==> config.mk <==
export PLATFORM = sky130hd
export DESIGN_NAME = dnf_queue
export DESIGN_NICKNAME = d
export VERILOG_FILES = /design/src/sv/dnf_pkg.sv /design/src/sv/dnf_queue.sv
export SDC_FILE = /design/constraint.sdc
export NUM_CORES = 1
export LEC_CHECK = 0
export ABC_CLOCK_PERIOD_IN_PS = 8500
export BUFFER_PORTS_ARGS = -buffer_cell sky130_fd_sc_hd__buf_4
export CORE_AREA = 2 2 383 385
export CTS_BUF_LIST = sky130_fd_sc_hd__clkbuf_8
export DETAILED_ROUTE_END_ITERATION = 6
export DIE_AREA = 0 0 385 387
export GPL_TIMING_DRIVEN = 0
export PLACE_DENSITY_LB_ADDON = 0.12
export RECOVER_POWER = 25
export SLEW_MARGIN = 0
export SYNTH_ARGS = -nofsm -noshare
export SYNTH_HDL_FRONTEND = slang
export SYNTH_SLANG_ARGS = --single-unit
==> constraint.sdc <==
create_clock -name clk -period 8.5 [get_ports clk]
set_input_delay 0.425 -clock clk [delete_from_list [all_inputs] [get_ports clk]]
set_output_delay 0.425 -clock clk [all_outputs]
set_load 0.02 [all_outputs]
==> src/sv/dnf_pkg.sv <==
package dnf_pkg;

  localparam int SLOTS       = 4096;
  localparam int SLOT_W      = $clog2(SLOTS);
  localparam int DATA_W      = 32;
  localparam int COEF_W      = 16;
  localparam int CFG_W       = 4 * COEF_W;
  localparam int NUM_W       = DATA_W + 16;
  localparam int DEN_W       = DATA_W + 1;
  localparam int QUEUE_DEPTH = 8;
  localparam int QPTR_W      = $clog2(QUEUE_DEPTH);
  localparam int QCNT_W      = $clog2(QUEUE_DEPTH + 1);

  localparam logic [1:0] REG_COEFF_X = 2'd0;
  localparam logic [1:0] REG_COEFF_Y = 2'd1;
  localparam logic [1:0] REG_COEFF_Z = 2'd2;

  localparam logic [1:0] AXIS_X = 2'd0;
  localparam logic [1:0] AXIS_Y = 2'd1;

  localparam logic signed [DATA_W-1:0] SAT_MAX = 32'sh7fffffff;
  localparam logic signed [DATA_W-1:0] SAT_MIN = 32'sh80000000;

  typedef struct packed {
    logic signed [DATA_W-1:0] p_now;
    logic signed [DATA_W-1:0] p_prev;
    logic signed [DATA_W-1:0] s_now;
    logic signed [DATA_W-1:0] s_prev;
  } slot_state_t;

  typedef struct packed {
    logic [NUM_W-1:0]         num_mag;
    logic [DEN_W-1:0]         den_mag;
    logic                     q_neg;
    logic                     den_zero;
    logic                     p_neg;
    logic signed [DATA_W-1:0] v;
    logic                     fault;
  } div_job_t;

  function automatic logic ovf32(input logic signed [63:0] x);
    return (x > 64'sd2147483647) || (x < -64'sd2147483648);
  endfunction

  function automatic logic signed [DATA_W-1:0] sat32(input logic signed [63:0] x);
    if (x > 64'sd2147483647) begin
      return SAT_MAX;
    end else if (x < -64'sd2147483648) begin
      return SAT_MIN;
    end else begin
      return x[DATA_W-1:0];
    end
  endfunction

endpackage

==> src/sv/dnf_queue.sv <==
module dnf_queue (
  input  logic                       clk,
  input  logic                       rst_n,
  input  logic                       push,
  input  dnf_pkg::div_job_t          din,
  input  logic                       pop,
  output dnf_pkg::div_job_t          dout,
  output logic                       empty,
  output logic [dnf_pkg::QCNT_W-1:0] level
);
  import dnf_pkg::*;

  div_job_t mem_r [QUEUE_DEPTH];
  logic [QPTR_W-1:0] wr_ptr_r, rd_ptr_r;
  logic [QCNT_W-1:0] cnt_r;

  always_ff @(posedge clk) begin
    if (!rst_n) begin
      wr_ptr_r <= '0;
      rd_ptr_r <= '0;
      cnt_r    <= '0;
    end else begin
      if (push) begin
        wr_ptr_r <= wr_ptr_r + 1'b1;
      end
      if (pop) begin
        rd_ptr_r <= rd_ptr_r + 1'b1;
      end
      cnt_r <= cnt_r + QCNT_W'(push) - QCNT_W'(pop);
    end
  end

  always_ff @(posedge clk) begin
    if (push) begin
      mem_r[wr_ptr_r] <= din;
    end
  end

  assign dout  = mem_r[rd_ptr_r];
  assign empty = (cnt_r == '0);
  assign level = cnt_r;

endmodule

==> impl_metrics.ini <==
[critical_path]
crit_type = reg2out
end_kind = output port
crit_path_start_kind = flop
worstPathArrival_ns = 3.74
reg2reg_from = wr_ptr_r[2]
required_ns = 8.08
cp_max_fo = 10

[synth]
ys_types = 25
seq_area_frac_synth = 0.788
synth-edff-count = 936
synth_xor_xnor_area_share = 0.00122
yosys.area_share.simple = 0.00403
synth_fa_ha_area_frac = 0.00299
async_reset_ff_frac = 0
synth_top_area_cell = edfxtp_1
ys_top_cells_by_count = 936 x edfxtp_1, 234 x mux4_2, 60 x mux2_2
syn-num-nets = 1548
synth_warnings = 0
yosysMostFrequentCell = edfxtp_1
synthesis.area_mm2 = 0.0360
synthFlopType = edfxtp_1
synthMuxAreaShare = 0.190
synth_top_area_share = 0.780
synth-compound-area-share = 0.000347
synth.area.top_cells = edfxtp_1 78%, mux4_2 15%, mux2_4 2.4%, mux2_2 1.9%, dfxtp_1 0.72%
avgSynthCellArea_um2 = 25.4
syn_inst = 1419
synth_top_family_by_area = multiplexers
ys_ff_latch = 949

[drt]
routed_wl_mm = 96.4
vias = 17000
wl_per_cell_um = 23.7
vias_per_cell = 4.18
dr.first_iter.drc_count = 1028
first_pass_iters = 5
ant_nets = 0
remaining_drc_errors = 0

[final_layout]
layout-drive-gt1-share = 0.399
layout.nets = 2147
post-route-cell-area_mm2 = 0.0457
syn2layout_area_growth_pct = 27.0
final_util = 0.316

[clocking]
cts_root_buf = clkbuf_8
cts_tree = built
cts_buffer_depth = 3
insertion_delay_ns = 0.88
clock_sinks = 949
cts_buffers = 172
h-tree-depth = 4
cts_setup_buffers = 0
clk_pin_slew_worst_paths_ns = 0.06

[die]
die_area_mm2 = 0.149
initial_core_util = 0.249
boundaryPins = 243
dieWidth_um = 385
std_cell_rows = 140
core_area_mm2 = 0.145
fp.dieH_um = 387

[worst_hold_path]
hold_start = din[67]
hp-class = in2reg

[timing]
tightest_slew_ns = 1.23
fin_crit_ns = 4.17
rsz0062_at_grt = no
max_freq_ghz = 0.240
worst_slack_ns = 4.33
final_hold_viol_count = 0
finalSetupTns_ns = 0
maxSlewHeadroom = 0.177
finalCritPeriodShare = 0.490
slew_violations = 0
skew_ns = 0.0447
setup_viol = 0

[power]
leakagePower_nw = 14.8
power_density_mw_per_mm2 = 228
ir_worst_vdd_mv = 0.132
p_total_mw = 10.4

[grt]
grt_max_degree = 22
grt_overflow = 0
grt_pass1_wl_mm = 137
grt_pass1_vias = 19000
grt_usage = 0.130
antenna_found_initial = 13

[placement]
port_buffers = 242
place.gp.congestion = 0.664
place_hpwl_mm = 60.7
placed_area_mm2 = 0.0417
pre_cts_ws_ns = 4.91

[job]
drv_cap = 0

[outcome]
status = finished, final reports clean
worst paths after layout:
check / end / slack (ns) / depth (start not counted)
worst max-delay path: dout[94] / 4.33 / 5
worst min-delay path: mem_r[5][67] / 0.38 / 2
worst max register to register: mem_r[0][8] / 5.93 / 8
worst min register to register: rd_ptr_r[1] / 0.57 / 2
power by group:
part | total, mW | switching (mW) | internal [mW]
Combinational | 1.18 | 0.614 | 0.566
Clock | 3.94 | 1.91 | 2.03
Sequential | 5.30 | 0.0277 | 5.27
flip-flops by register name, summed over array words and instances (netlist names), named ones only:
register,cells
mem_r,936
wr_ptr_r,3
level,4
rd_ptr_r,3
routing by layer:
layer,track usage,vias up,routed length [um]
met2,0.213,388,47200
met5,0,-,49
met4,0.0459,8,2560
li1,-,7332,-
met1,0.166,9101,42100
met3,0.0333,183,4480
per-stage QoR:
step,instances,hold WS (ns)
2_1_floorplan,1419,0.512
3_3_place_gp,3578,0.532
3_5_place_dp,3641,0.564
4_1_cts,4061,0.181
5_1_grt,4065,0.307
6_report,4067,0.376
worst max-delay path, cell delays in order (launching register included):
cell and delay, ns:
dfxtp_1 0.30, clkbuf_1 0.90, buf_2 0.62, buf_2 0.44
mux2_2 0.44, buf_4 0.18
cells by family (layout without fill, tap and decap cells):
logic type               count (synthesis)  count (layout)
XOR/XNOR                                 5               5
multiplexers                           354             354
AO/OA/AOI/OAI                            2               2
flip-flops                             949             949
buffers and inverters                   73             798
other                                    0               6
AND/OR/NAND/NOR                         28              28
adder cells (fa/ha/maj)                  8               8
layout make-up:
class                   instances  area, um2
inverters                       7       26.3
well taps                    1917       2400
flip-flops and latches        949      28400
diodes                          6       15.0
plain buffers                  66        479
repair buffers                425       4160
clock inverters               122        627
fillers                     13900      99100
multi-input cells             397       7210
clock buffers                 178       2450
repair_timing:
item,CTS,global route
hold buffers,120,0
gates resized for setup,0,0
hold endpoints to repair,947,0
placed cells by master, fill, tap and decap left out:
cell type      synthesis  final
edfxtp_1             936    936
mux4_2               234    234
clkbuf_8               0    178
buf_4                  0    174
dlygate4sd3_1          0    120
clkbuf_1              15     82
mux2_2                60     60
inv_1                  7     58
mux2_4                57     57
clkinv_1               0     41
buf_12                 2     33
buf_2                 32     32
buf_16                 0     24
clkinv_2               0     17
buf_8                  8     16
dfxtp_1               13     13
buf_6                  9      9
and2_1                 7      7
ha_1                   7      7
diode_2                0      6
nor2_4                 0      6
nand2_1                5      5
inv_8                  0      5
nand2b_1               4      4
mux2i_1                3      3
nor2b_1                3      3
xnor2_1                3      3
inv_6                  0      3
bufinv_16              0      3
nor3_4                 0      2
xor2_1                 2      2
clkbuf_2               0      1
and3_1                 1      1
a21o_1                 1      1
a21oi_1                1      1
fa_1                   1      1
clkinv_8               0      1
clkinvlp_4             0      1
Note: power is estimated with default switching activity, not from simulation.
